[config.mk]
export PLATFORM = sky130hd
export DESIGN_NAME = cartridge_key_dongle
export DESIGN_NICKNAME = d
export VERILOG_FILES = /design/src/ckd_pkg.sv /design/src/ckd_black_key.sv /design/src/ckd_red_key.sv /design/src/cartridge_key_dongle.sv
export VERILOG_INCLUDE_DIRS = /design/src /design/src/src
export SDC_FILE = /design/constraint.sdc
export NUM_CORES = 1
export LEC_CHECK = 0
export ABC_AREA = 1
export BUFFER_PORTS_ARGS = -buffer_cell sky130_fd_sc_hd__buf_2
export CELL_PAD_IN_SITES_DETAIL_PLACEMENT = 2
export CELL_PAD_IN_SITES_GLOBAL_PLACEMENT = 2
export CORE_MARGIN = 2
export CORE_UTILIZATION = 37
export DETAILED_ROUTE_END_ITERATION = 10
export PLACE_DENSITY_LB_ADDON = 0.1
export RECOVER_POWER = 100
export SYNTH_ARGS = -nofsm -noshare
export SYNTH_HDL_FRONTEND = slang
export SYNTH_SLANG_ARGS = --single-unit
[constraint.sdc]
create_clock -name clk -period 4.19 [get_ports clk]
set_input_delay 0.419 -clock clk [delete_from_list [all_inputs] [get_ports clk]]
set_output_delay 0.419 -clock clk [all_outputs]
set_load 0.1 [all_outputs]
[src/cartridge_key_dongle_assert.svh]
// ----------------------------------------------------------------------------
// cartridge key dongle assertion macros
// Property checks used by the key dongle top level; empty under synthesis.
// ----------------------------------------------------------------------------
`ifndef CARTRIDGE_KEY_DONGLE_ASSERT_SVH
`define CARTRIDGE_KEY_DONGLE_ASSERT_SVH

`ifndef SYNTHESIS

// same-cycle implication
`define CKD_ASSERT_IMP(lbl, ante, cons) \
	lbl: assert property (@(posedge clk) disable iff (!arst_n) (ante) |-> (cons)) \
		else $error("key dongle check failed");

// next-cycle implication
`define CKD_ASSERT_NXT(lbl, ante, cons) \
	lbl: assert property (@(posedge clk) disable iff (!arst_n) (ante) |=> (cons)) \
		else $error("key dongle check failed");

`else

`define CKD_ASSERT_IMP(lbl, ante, cons)
`define CKD_ASSERT_NXT(lbl, ante, cons)

`endif

`endif

[src/ckd_pkg.sv]
// ----------------------------------------------------------------------------
// ckd_pkg
// Shared types and constants of the cartridge key dongle.
// ----------------------------------------------------------------------------
package ckd_pkg;

	// key model register codes, also used for the chosen key
	typedef enum logic [1:0] {
		KEY_NONE  = 2'd0,
		KEY_BLACK = 2'd1,
		KEY_RED   = 2'd2,
		KEY_AUTO  = 2'd3
	} key_model_t;

	// bus function codes
	localparam logic FUNC_READ   = 1'b0;
	localparam logic FUNC_STROBE = 1'b1;

	// byte driven when nothing answers
	localparam logic [7:0] BYTE_IDLE = 8'hFF;
	// upper bits of the red key byte
	localparam logic [6:0] RED_BYTE_HI = 7'h7F;

	localparam int BLACK_W = 8;
	localparam int RED_W   = 16;

	// input beat
	typedef struct packed {
		logic        func;
		logic [15:0] address;
		logic        first_access;
	} ckd_in_t;

	// result beat
	typedef struct packed {
		logic [7:0] read_data;
		logic [1:0] detected_key;
	} ckd_out_t;

	// state register control
	typedef struct packed {
		logic clear;
		logic step;
	} ckd_ctl_t;

endpackage

[src/ckd_black_key.sv]
// ----------------------------------------------------------------------------
// ckd_black_key
// Black key: 8-bit registered sum-of-products array, advanced on strobes.
// ----------------------------------------------------------------------------
module ckd_black_key import ckd_pkg::*; (
	input  logic               clk,
	input  logic               arst_n,
	input  ckd_ctl_t           ctl,
	input  logic [8:1]         sel,
	output logic [BLACK_W-1:0] state
);

	logic [BLACK_W-1:0] o_q;
	logic [BLACK_W-1:0] n;
	logic [8:1]         x;
	logic               rs;

	assign x = sel;

	// reset term shared by all outputs
	assign rs = x[8] & x[7] & ~x[6] & x[5] & x[4] & ~x[3] & ~x[2] & ~x[1];

	// each output is the inverse of its product sum
	always_comb begin
		n[7] = ~(rs | (o_q[6] & o_q[4] & o_q[2] & x[1]) | (o_q[5] & ~o_q[2] & x[4])
			| (~o_q[7] & ~o_q[6] & ~o_q[5] & ~o_q[4] & ~o_q[3] & o_q[2] & ~o_q[1] & x[4])
			| (~o_q[6] & ~o_q[2] & x[1]) | (o_q[7] & ~o_q[2] & x[4])
			| (~o_q[4] & ~o_q[2] & x[1]) | (~o_q[0] & x[5]));
		n[6] = ~(rs
			| (~o_q[7] & ~o_q[6] & ~o_q[5] & ~o_q[4] & ~o_q[3] & ~o_q[2] & ~o_q[1]
				& o_q[0] & x[4])
			| (o_q[6] & o_q[4] & o_q[2] & o_q[0] & x[1]) | (~o_q[2] & ~o_q[0] & x[1])
			| (~o_q[4] & ~o_q[0] & x[1]) | (o_q[7] & ~o_q[0] & x[4])
			| (~o_q[6] & ~o_q[0] & x[1]) | (~o_q[7] & x[5]));
		n[5] = ~(rs
			| (o_q[7] & o_q[6] & o_q[5] & o_q[4] & o_q[3] & o_q[2] & o_q[0] & x[1])
			| (~o_q[7] & ~o_q[5] & o_q[3] & x[4]) | (o_q[5] & ~o_q[3] & x[4])
			| (~o_q[4] & ~o_q[3] & x[1]) | (o_q[7] & ~o_q[3] & x[4])
			| (~o_q[6] & ~o_q[3] & x[1]) | (~o_q[1] & x[5]));
		n[4] = ~(rs | (o_q[7] & o_q[6] & o_q[5] & o_q[4] & o_q[2] & o_q[0] & x[1])
			| (~o_q[5] & ~o_q[2] & x[1]) | (~o_q[7] & o_q[5] & x[4])
			| (~o_q[5] & ~o_q[4] & x[1]) | (o_q[7] & ~o_q[5] & x[4])
			| (~o_q[6] & ~o_q[5] & x[1]) | (~o_q[3] & x[5]));
		n[3] = ~(rs | (o_q[7] & o_q[6] & o_q[4] & o_q[2] & o_q[0] & x[1])
			| (~o_q[7] & ~o_q[0] & x[1]) | (~o_q[7] & ~o_q[2] & x[1])
			| (~o_q[7] & ~o_q[4] & x[1]) | (~o_q[7] & ~o_q[6] & x[1])
			| (o_q[7] & x[4]) | (~o_q[5] & x[5]));
		n[2] = ~(rs
			| (o_q[7] & o_q[6] & o_q[5] & o_q[4] & o_q[3] & o_q[2] & o_q[1] & o_q[0]
				& x[1])
			| (~o_q[7] & ~o_q[5] & ~o_q[3] & o_q[1] & x[4]) | (o_q[3] & ~o_q[1] & x[4])
			| (o_q[5] & ~o_q[1] & x[4]) | (o_q[7] & ~o_q[1] & x[4])
			| (~o_q[6] & ~o_q[1] & x[1]) | (~o_q[6] & x[5]));
		n[1] = ~(rs | (~o_q[7] & o_q[6] & ~o_q[5] & ~o_q[3] & ~o_q[1] & x[4])
			| (~o_q[6] & o_q[1] & x[4]) | (~o_q[6] & o_q[3] & x[4])
			| (~o_q[6] & o_q[5] & x[4]) | (o_q[7] & ~o_q[6] & x[4])
			| (o_q[6] & x[1]) | (~o_q[4] & x[5]));
		n[0] = ~(rs | (~o_q[7] & ~o_q[6] & ~o_q[5] & o_q[4] & ~o_q[3] & ~o_q[1] & x[4])
			| (o_q[6] & o_q[4] & x[1]) | (~o_q[4] & o_q[3] & x[4])
			| (o_q[5] & ~o_q[4] & x[4]) | (o_q[7] & ~o_q[4] & x[4])
			| (~o_q[6] & ~o_q[4] & x[1]) | (~o_q[2] & x[5]));
	end

	// registered outputs
	always_ff @(posedge clk or negedge arst_n) begin
		if (!arst_n) begin
			o_q <= '0;
		end else if (ctl.clear) begin
			o_q <= '0;
		end else if (ctl.step) begin
			o_q <= n;
		end
	end

	assign state = o_q;

endmodule

[src/ckd_red_key.sv]
// ----------------------------------------------------------------------------
// ckd_red_key
// Red key: chain of 16 toggle flip-flops, advanced on first reads.
// ----------------------------------------------------------------------------
module ckd_red_key import ckd_pkg::*; (
	input  logic             clk,
	input  logic             arst_n,
	input  ckd_ctl_t         ctl,
	input  logic             s,
	output logic [RED_W-1:0] state
);

	logic [RED_W-1:0] b_q;
	logic [RED_W-1:0] t;
	logic [RED_W-1:0] hi;
	logic             al;

	assign al = ~s;

	// hi[i]: all lower flip-flops set
	always_comb begin
		for (int i = 0; i < RED_W; i++) begin
			hi[i] = &(b_q | ~((RED_W'(1) << i) - RED_W'(1)));
		end
	end

	// toggle terms
	always_comb begin
		t[0]  = (~b_q[0] & ~s) | (b_q[0] & s);
		t[1]  = (~b_q[1] & s) | (b_q[0] & ~b_q[1] & ~s) | (b_q[0] & b_q[1] & s);
		t[2]  = (b_q[0] & ~b_q[2] & s) | (b_q[1] & b_q[2] & s) | (hi[2] & ~b_q[2] & ~s);
		t[3]  = (b_q[0] & ~b_q[3] & ~s) | (b_q[1] & ~b_q[2] & b_q[3])
			| (hi[3] & ~b_q[3] & ~s);
		t[4]  = (~b_q[0] & b_q[2] & ~b_q[4]) | (~b_q[1] & ~b_q[3] & b_q[4] & s)
			| (hi[4] & ~b_q[4] & ~s);
		t[5]  = (~b_q[0] & ~b_q[2] & b_q[4] & ~b_q[5]) | (~b_q[1] & b_q[3] & b_q[5] & s)
			| (hi[5] & ~b_q[5] & ~s);
		t[6]  = (~b_q[4] & b_q[5] & ~b_q[6]) | (b_q[1] & ~b_q[2] & ~b_q[3] & b_q[6])
			| (hi[6] & ~b_q[6] & ~s);
		t[7]  = (~b_q[1] & b_q[4] & ~b_q[5] & ~b_q[7]) | (b_q[2] & b_q[3] & ~b_q[6] & b_q[7])
			| (hi[7] & ~b_q[7] & ~s);
		t[8]  = (~b_q[4] & b_q[5] & ~b_q[8]) | (~b_q[3] & b_q[6] & ~b_q[7] & b_q[8])
			| (al & hi[8] & ~b_q[8]);
		t[9]  = (~b_q[6] & ~b_q[8] & b_q[9]) | (~b_q[5] & b_q[7] & ~b_q[9])
			| (al & hi[9] & ~b_q[9]);
		t[10] = (~b_q[5] & b_q[10]) | (~b_q[7] & ~b_q[9] & ~b_q[10])
			| (al & hi[10] & ~b_q[10]);
		t[11] = (~b_q[8] & b_q[9] & b_q[11]) | (b_q[5] & ~b_q[7] & b_q[10] & ~b_q[11])
			| (al & hi[11] & ~b_q[11]);
		t[12] = (b_q[7] & ~b_q[8] & ~b_q[12]) | (b_q[9] & ~b_q[10] & b_q[11] & b_q[12])
			| (al & hi[12] & ~b_q[12]);
		t[13] = (~b_q[9] & ~b_q[12] & ~b_q[13]) | (b_q[10] & ~b_q[11] & b_q[13])
			| (al & hi[13] & ~b_q[13]);
		t[14] = (~b_q[10] & b_q[11] & ~b_q[14]) | (~b_q[9] & b_q[12] & ~b_q[13] & b_q[14])
			| (al & hi[14] & ~b_q[14]);
		t[15] = (~b_q[1] & b_q[15]) | (b_q[2] & s & ~b_q[15])
			| (b_q[6] & ~s & ~b_q[9] & ~b_q[11] & b_q[15])
			| (~b_q[3] & b_q[6] & s & b_q[10] & ~b_q[14] & b_q[15])
			| (al & hi[15] & ~b_q[15]);
	end

	// toggle flip-flops
	always_ff @(posedge clk or negedge arst_n) begin
		if (!arst_n) begin
			b_q <= '0;
		end else if (ctl.clear) begin
			b_q <= '0;
		end else if (ctl.step) begin
			b_q <= b_q ^ t;
		end
	end

	assign state = b_q;

endmodule

[src/cartridge_key_dongle.sv]
// ----------------------------------------------------------------------------
// cartridge_key_dongle
// Copy-protection key on a cartridge ROM port: black or red key, auto-detect.
// ----------------------------------------------------------------------------
//
// channel   direction  handshake                   payload
// in        input      in_valid / in_ready         ckd_in_t  (func, address, first_access)
// out       output     out_valid / out_ready       ckd_out_t (read_data, detected_key)
// cfg       input      cfg_wr_en                   cfg_wr_data (key model, 2 bits)
//
// one beat per cycle sustained while out is ready; a beat passes through the
// input register and then the result register before it appears on out.
// key state is updated as the beat moves from the input register into the
// result register, so the next beat sees it without a bubble.
// a stalled out holds the result; the input register still takes one more beat.
// reset and a cfg write both return the key state to its initial value.
//
`include "cartridge_key_dongle_assert.svh"

module cartridge_key_dongle import ckd_pkg::*; (
	input  logic       clk,
	input  logic       arst_n,
	input  logic       in_valid,
	output logic       in_ready,
	input  ckd_in_t    in_data,
	output logic       out_valid,
	input  logic       out_ready,
	output ckd_out_t   out_data,
	input  logic       cfg_wr_en,
	input  logic [1:0] cfg_wr_data
);

	logic               valid_s1;
	ckd_in_t            in_s1;
	logic               valid_q;
	ckd_out_t           out_q;
	key_model_t         model_q;
	key_model_t         chosen_q;
	logic               locked_q;

	logic               advance;
	logic               detect;
	key_model_t         chosen_nx;
	logic [7:0]         data_nx;
	ckd_ctl_t           black_ctl;
	ckd_ctl_t           red_ctl;
	logic [BLACK_W-1:0] black_state;
	logic [RED_W-1:0]   red_state;
	key_model_t         cfg_model;

	assign cfg_model = key_model_t'(cfg_wr_data);

	// handshake and stage movement
	assign advance  = valid_s1 & (~valid_q | out_ready);
	assign in_ready = ~valid_s1 | advance;

	always_ff @(posedge clk or negedge arst_n) begin
		if (!arst_n) begin
			valid_s1 <= 1'b0;
		end else if (in_valid && in_ready) begin
			valid_s1 <= 1'b1;
		end else if (advance) begin
			valid_s1 <= 1'b0;
		end
	end

	always_ff @(posedge clk) begin
		if (in_valid && in_ready) begin
			in_s1 <= in_data;
		end
	end

	// key detection and read data
	always_comb begin
		detect    = 1'b0;
		chosen_nx = chosen_q;
		data_nx   = BYTE_IDLE;
		if (in_s1.func == FUNC_READ && model_q != KEY_NONE) begin
			detect = ~locked_q & in_s1.first_access;
			if (detect) begin
				chosen_nx = (|in_s1.address[7:1]) ? KEY_BLACK : KEY_RED;
			end
			if (!in_s1.address[0]) begin
				unique case (chosen_nx)
					KEY_BLACK: data_nx = black_state;
					KEY_RED:   data_nx = {RED_BYTE_HI, red_state[RED_W-1]};
					default:   data_nx = BYTE_IDLE;
				endcase
			end
		end
	end

	// key clocking
	assign black_ctl.clear = cfg_wr_en;
	assign black_ctl.step  = advance & (in_s1.func == FUNC_STROBE) & (chosen_q == KEY_BLACK);
	assign red_ctl.clear   = cfg_wr_en;
	assign red_ctl.step    = advance & (in_s1.func == FUNC_READ) & (model_q != KEY_NONE)
		& in_s1.first_access & (chosen_nx == KEY_RED);

	ckd_black_key u_black (
		.clk    (clk),
		.arst_n (arst_n),
		.ctl    (black_ctl),
		.sel    (in_s1.address[8:1]),
		.state  (black_state)
	);

	ckd_red_key u_red (
		.clk    (clk),
		.arst_n (arst_n),
		.ctl    (red_ctl),
		.s      (in_s1.address[8]),
		.state  (red_state)
	);

	// model, chosen key and lock
	always_ff @(posedge clk or negedge arst_n) begin
		if (!arst_n) begin
			model_q  <= KEY_NONE;
			chosen_q <= KEY_NONE;
			locked_q <= 1'b1;
		end else if (cfg_wr_en) begin
			model_q  <= cfg_model;
			chosen_q <= (cfg_model == KEY_AUTO) ? KEY_NONE : cfg_model;
			locked_q <= (cfg_model != KEY_AUTO);
		end else if (advance && detect) begin
			chosen_q <= chosen_nx;
			locked_q <= 1'b1;
		end
	end

	// result register
	always_ff @(posedge clk or negedge arst_n) begin
		if (!arst_n) begin
			valid_q <= 1'b0;
		end else if (advance) begin
			valid_q <= 1'b1;
		end else if (out_ready) begin
			valid_q <= 1'b0;
		end
	end

	always_ff @(posedge clk) begin
		if (advance) begin
			out_q.read_data    <= data_nx;
			out_q.detected_key <= chosen_nx;
		end
	end

	assign out_valid = valid_q;
	assign out_data  = out_q;

	// checks
	`CKD_ASSERT_IMP(a_answer_needs_key, out_valid && out_data.read_data != BYTE_IDLE, out_data.detected_key != KEY_NONE)
	`CKD_ASSERT_IMP(a_lock_unless_auto, model_q != KEY_AUTO, locked_q)
	`CKD_ASSERT_NXT(a_locked_key_holds, locked_q && !cfg_wr_en, $stable(chosen_q))
	`CKD_ASSERT_IMP(a_stall_needs_beat, !in_ready, valid_s1 && valid_q)

endmodule
==> impl_metrics.prom <==
# TYPE chip_impl_metric gauge
chip_impl_info{name="outcome",value="finished, violations left"} 1
chip_impl_info{name="violated_checks",value="max-capacitance violations, max-slew violations"} 1
chip_impl_metric{name="synth_enable_flop_cells",unit=""} 21
chip_impl_metric{name="grt_pass1_vias",unit=""} 3303
chip_impl_metric{name="post_cts_buffers",unit=""} 0
chip_impl_metric{name="max_slew_margin",unit="%"} -33.3
chip_impl_metric{name="layout.nets",unit=""} 469
chip_impl_metric{name="clk_transition_reported_paths",unit="ps"} 100
chip_impl_metric{name="worstPathBufferInverterCount",unit=""} 0
chip_impl_metric{name="max-cap-violations",unit=""} 1
chip_impl_metric{name="fmax",unit="MHz"} 363
chip_impl_metric{name="syn-cell-area",unit="sq mm"} 0.00326
chip_impl_metric{name="finalNonFillerCells",unit=""} 551
chip_impl_metric{name="number_of_setup_violations_in_the_final_report",unit=""} 0
chip_impl_info{name="r2r_end",value="u_red.state[15]"} 1
chip_impl_info{name="cp_cell_sequence",value="a21oi_1 > nand2_2 > nor2_1 > nand3_1 > nor2_4 > nand3_1 > nand2_2"} 1
chip_impl_metric{name="gpl.final_weighted_congestion",unit=""} 0.835
chip_impl_metric{name="leakage",unit="nW"} 1.57
chip_impl_metric{name="fp.dieH",unit="um"} 97.9
chip_impl_metric{name="cts_hold_repair.buffers",unit=""} 0
chip_impl_metric{name="max-clock-path-buffers",unit=""} 2
chip_impl_metric{name="io_pins",unit=""} 37
chip_impl_metric{name="setup-tns-final",unit="ps"} 0
chip_impl_metric{name="cts_htree_levels",unit=""} 2
chip_impl_metric{name="ys_seq_elements",unit=""} 52
chip_impl_metric{name="vias",unit=""} 2973
chip_impl_info{name="critPathSlowestCell",value="a21oi_1"} 1
chip_impl_metric{name="clock-skew-final",unit="ps"} 4.17
chip_impl_metric{name="ant_nets",unit=""} 0
chip_impl_metric{name="initialDrtViolationCount",unit=""} 50
chip_impl_metric{name="global_route.usage.total",unit="%"} 21.2
chip_impl_metric{name="initial_core_util",unit="%"} 37.8
chip_impl_metric{name="synthDistinctLibCells",unit=""} 41
chip_impl_metric{name="die-width",unit="um"} 97.9
chip_impl_metric{name="core.rowCount",unit=""} 34
chip_impl_metric{name="setup.reg_to_reg.worst_slack",unit="ps"} 1440
chip_impl_info{name="tritoncts",value="done"} 1
chip_impl_metric{name="r2r_cells",unit=""} 7
chip_impl_metric{name="syn2layout_area_growth",unit="%"} 6.72
chip_impl_info{name="holdCritPathClass",value="in -> reg"} 1
chip_impl_info{name="worstReg2RegStart",value="out_valid"} 1
chip_impl_info{name="cts_root_buf",value="clkbuf_8"} 1
chip_impl_metric{name="avgSynthCellArea",unit="sq um"} 7.74
chip_impl_info{name="min_from",value="in_data[4]"} 1
chip_impl_metric{name="drt-vias-per-instance",unit=""} 5.40
chip_impl_metric{name="grt_start_max_net_pins",unit=""} 38
chip_impl_info{name="timing_worst_setup_path_type",value="reg -> reg"} 1
chip_impl_metric{name="detail_route.first_pass.iterations",unit=""} 4
chip_impl_metric{name="timing.final.hold_violations",unit=""} 0
chip_impl_metric{name="wire_per_inst",unit="um"} 17.4
chip_impl_info{name="crit_path_end_kind",value="flop"} 1
chip_impl_metric{name="diodes",unit=""} 0
chip_impl_metric{name="synth-async-reset-ratio",unit="%"} 59.6
chip_impl_info{name="layout_common_cells",value="nand2_1, inv_1, nand3_1"} 1
chip_impl_metric{name="power_density",unit="mW/mm^2"} 320
chip_impl_metric{name="slew_violations",unit=""} 32
chip_impl_metric{name="worstSkewPairLatency",unit="ps"} 310
chip_impl_metric{name="arrival",unit="ps"} 3010
chip_impl_info{name="holdPathEnd",value="in_s1[4]"} 1
chip_impl_metric{name="timing.critical_path.required",unit="ps"} 4450
chip_impl_metric{name="grt_antenna_before_repair",unit=""} 0
chip_impl_metric{name="detailed_place_hpwl",unit="um"} 7100
chip_impl_metric{name="synth-seq-area-share",unit="%"} 43.2
chip_impl_metric{name="largest_vdd_supply_drop",unit="mV"} 0.181
chip_impl_metric{name="slowest_delay",unit="ps"} 990
chip_impl_metric{name="finalWorstPathRequiredPeriod",unit="ps"} 2750
chip_impl_metric{name="numCtsBuffers",unit=""} 5
chip_impl_metric{name="floorplan.die_area",unit="sq mm"} 0.00958
chip_impl_metric{name="io_buffer_count",unit=""} 29
chip_impl_metric{name="overflow",unit=""} 0
chip_impl_metric{name="netlist_instances",unit=""} 421
chip_impl_info{name="cp-start-kind",value="flop"} 1
chip_impl_metric{name="synthesis.nets",unit=""} 448
chip_impl_metric{name="finalCritPeriodShare",unit="%"} 65.7
chip_impl_metric{name="cts.sink_count",unit=""} 52
chip_impl_metric{name="totalWireLength",unit="um"} 9610
chip_impl_metric{name="drive_gt1_share",unit="%"} 12.4
chip_impl_metric{name="critPathMaxFanout",unit=""} 16
chip_impl_metric{name="post-route-drc-count",unit=""} 0
chip_impl_info{name="synth_ff_type",value="dfrtp_1"} 1
chip_impl_metric{name="global_route_wire_length_before_repair",unit="um"} 16500
chip_impl_info{name="path_delay_family",value="simple AND/OR/NAND/NOR gates"} 1
chip_impl_metric{name="timing.hold.worst_path_depth",unit=""} 1
chip_impl_metric{name="least_margin_pin_slew",unit="ps"} 2000
chip_impl_info{name="grt_setup_unrepaired",value="no"} 1
chip_impl_metric{name="ys.warnings.count",unit=""} 0
chip_impl_metric{name="cts_resized",unit=""} 0
chip_impl_metric{name="placed_cells",unit=""} 543
chip_impl_info{name="most_frequent_standard_cell_in_the_layout_excluding_fill_and_tap_cells",value="nand2_1"} 1
chip_impl_metric{name="fp.coreArea",unit="sq mm"} 0.00864
## cell usage after synthesis (3+ instances only)
| master | count | area share (%) |
|---|---|---|
| nand2_1 | 90 | 10 |
| inv_1 | 49 | 5.6 |
| nand3_1 | 48 | 7.4 |
| o21ai_0 | 39 | 6.0 |
| nor2_1 | 34 | 3.9 |
| dfrtp_1 | 30 | 23 |
| edfxtp_1 | 21 | 19 |
| a21oi_1 | 13 | 2.0 |
| nand3_2 | 12 | 3.7 |
| nand4_1 | 11 | 2.1 |
| nor3_1 | 9 | 1.4 |
| inv_2 | 8 | 0.92 |
| buf_2 | 7 | 1.1 |
| nand2_2 | 7 | 1.3 |
| nor2_4 | 4 | 1.4 |
| buf_6 | 3 | 1.0 |
| clkinv_1 | 3 | 0.35 |
## per-stage QoR
stage	setup WS (ps)	cell area [sq um]	hold slack [ps]	utilization, %	total power [mW]
finish	1440	3480	277	40.3	1.11
global route	1080	3480	253	40.3	1.17
CTS	1730	3540	224	41.0	1.14
detailed placement	1770	3450	505	39.9	0.832
global placement	1900	3450	471	39.9	0.822
floorplan	1450	3260	123	-	0.768
## per-layer routing
metal / track usage [%] / wire length (um) / up-vias / share of wire, %
li1: - / - / 1437 / -
met5: 0 / 0 / - / 0
met4: 4.81 / 85 / 0 / 0.88
met3: 2.72 / 196 / 7 / 2.0
met1: 26.4 / 4350 / 1491 / 45
met2: 38.9 / 4980 / 38 / 52
## worst max path at each step
stage / from / endpoint / slack [ps] / cells past startpoint
2_1_floorplan: out_valid / in_s1[0] / 1450 / 3
3_3_place_gp: out_ready / u_red.state[15] / 1900 / 9
3_5_place_dp: in_s1[5] / out_data[8] / 1770 / 8
4_1_cts: in_s1[5] / out_data[8] / 1730 / 8
5_1_grt: out_valid / u_red.state[2] / 1080 / 7
6_report: out_valid / u_red.state[15] / 1440 / 7
## power breakdown
part | internal [mW] | switching (mW)
Sequential | 0.564 | 0.0279
Combinational | 0.0440 | 0.171
Clock | 0.120 | 0.186
## cell families (layout without fill, tap and decap cells)
logic type	Yosys count	in the layout	share of synthesized area, %
AOI/OAI and AO/OA	68	68	11.8
buffers and inverters	75	97	9.79
DFF	52	52	43.2
and+or+nand+nor	224	224	34.5
adders and majority gates	2	2	0.767
## flip-flops by register name, summed over array words and instances (netlist names)
name / cells
locked_q: 1
out_valid: 1
in_s1: 11
u_red.state: 16
valid_s1: 1
chosen_q: 2
out_data: 10
u_black.state: 8
model_q: 2
## cell type report
class	instances	area, sq um
clock buffer	5	68.8
clock inverter	3	22.5
fill	1034	5160
inverter	60	225
multi-input combinational	294	1490
sequential	52	1410
tap	108	135
timing repair buffer	29	129
Power figures use the tool's default switching activity.
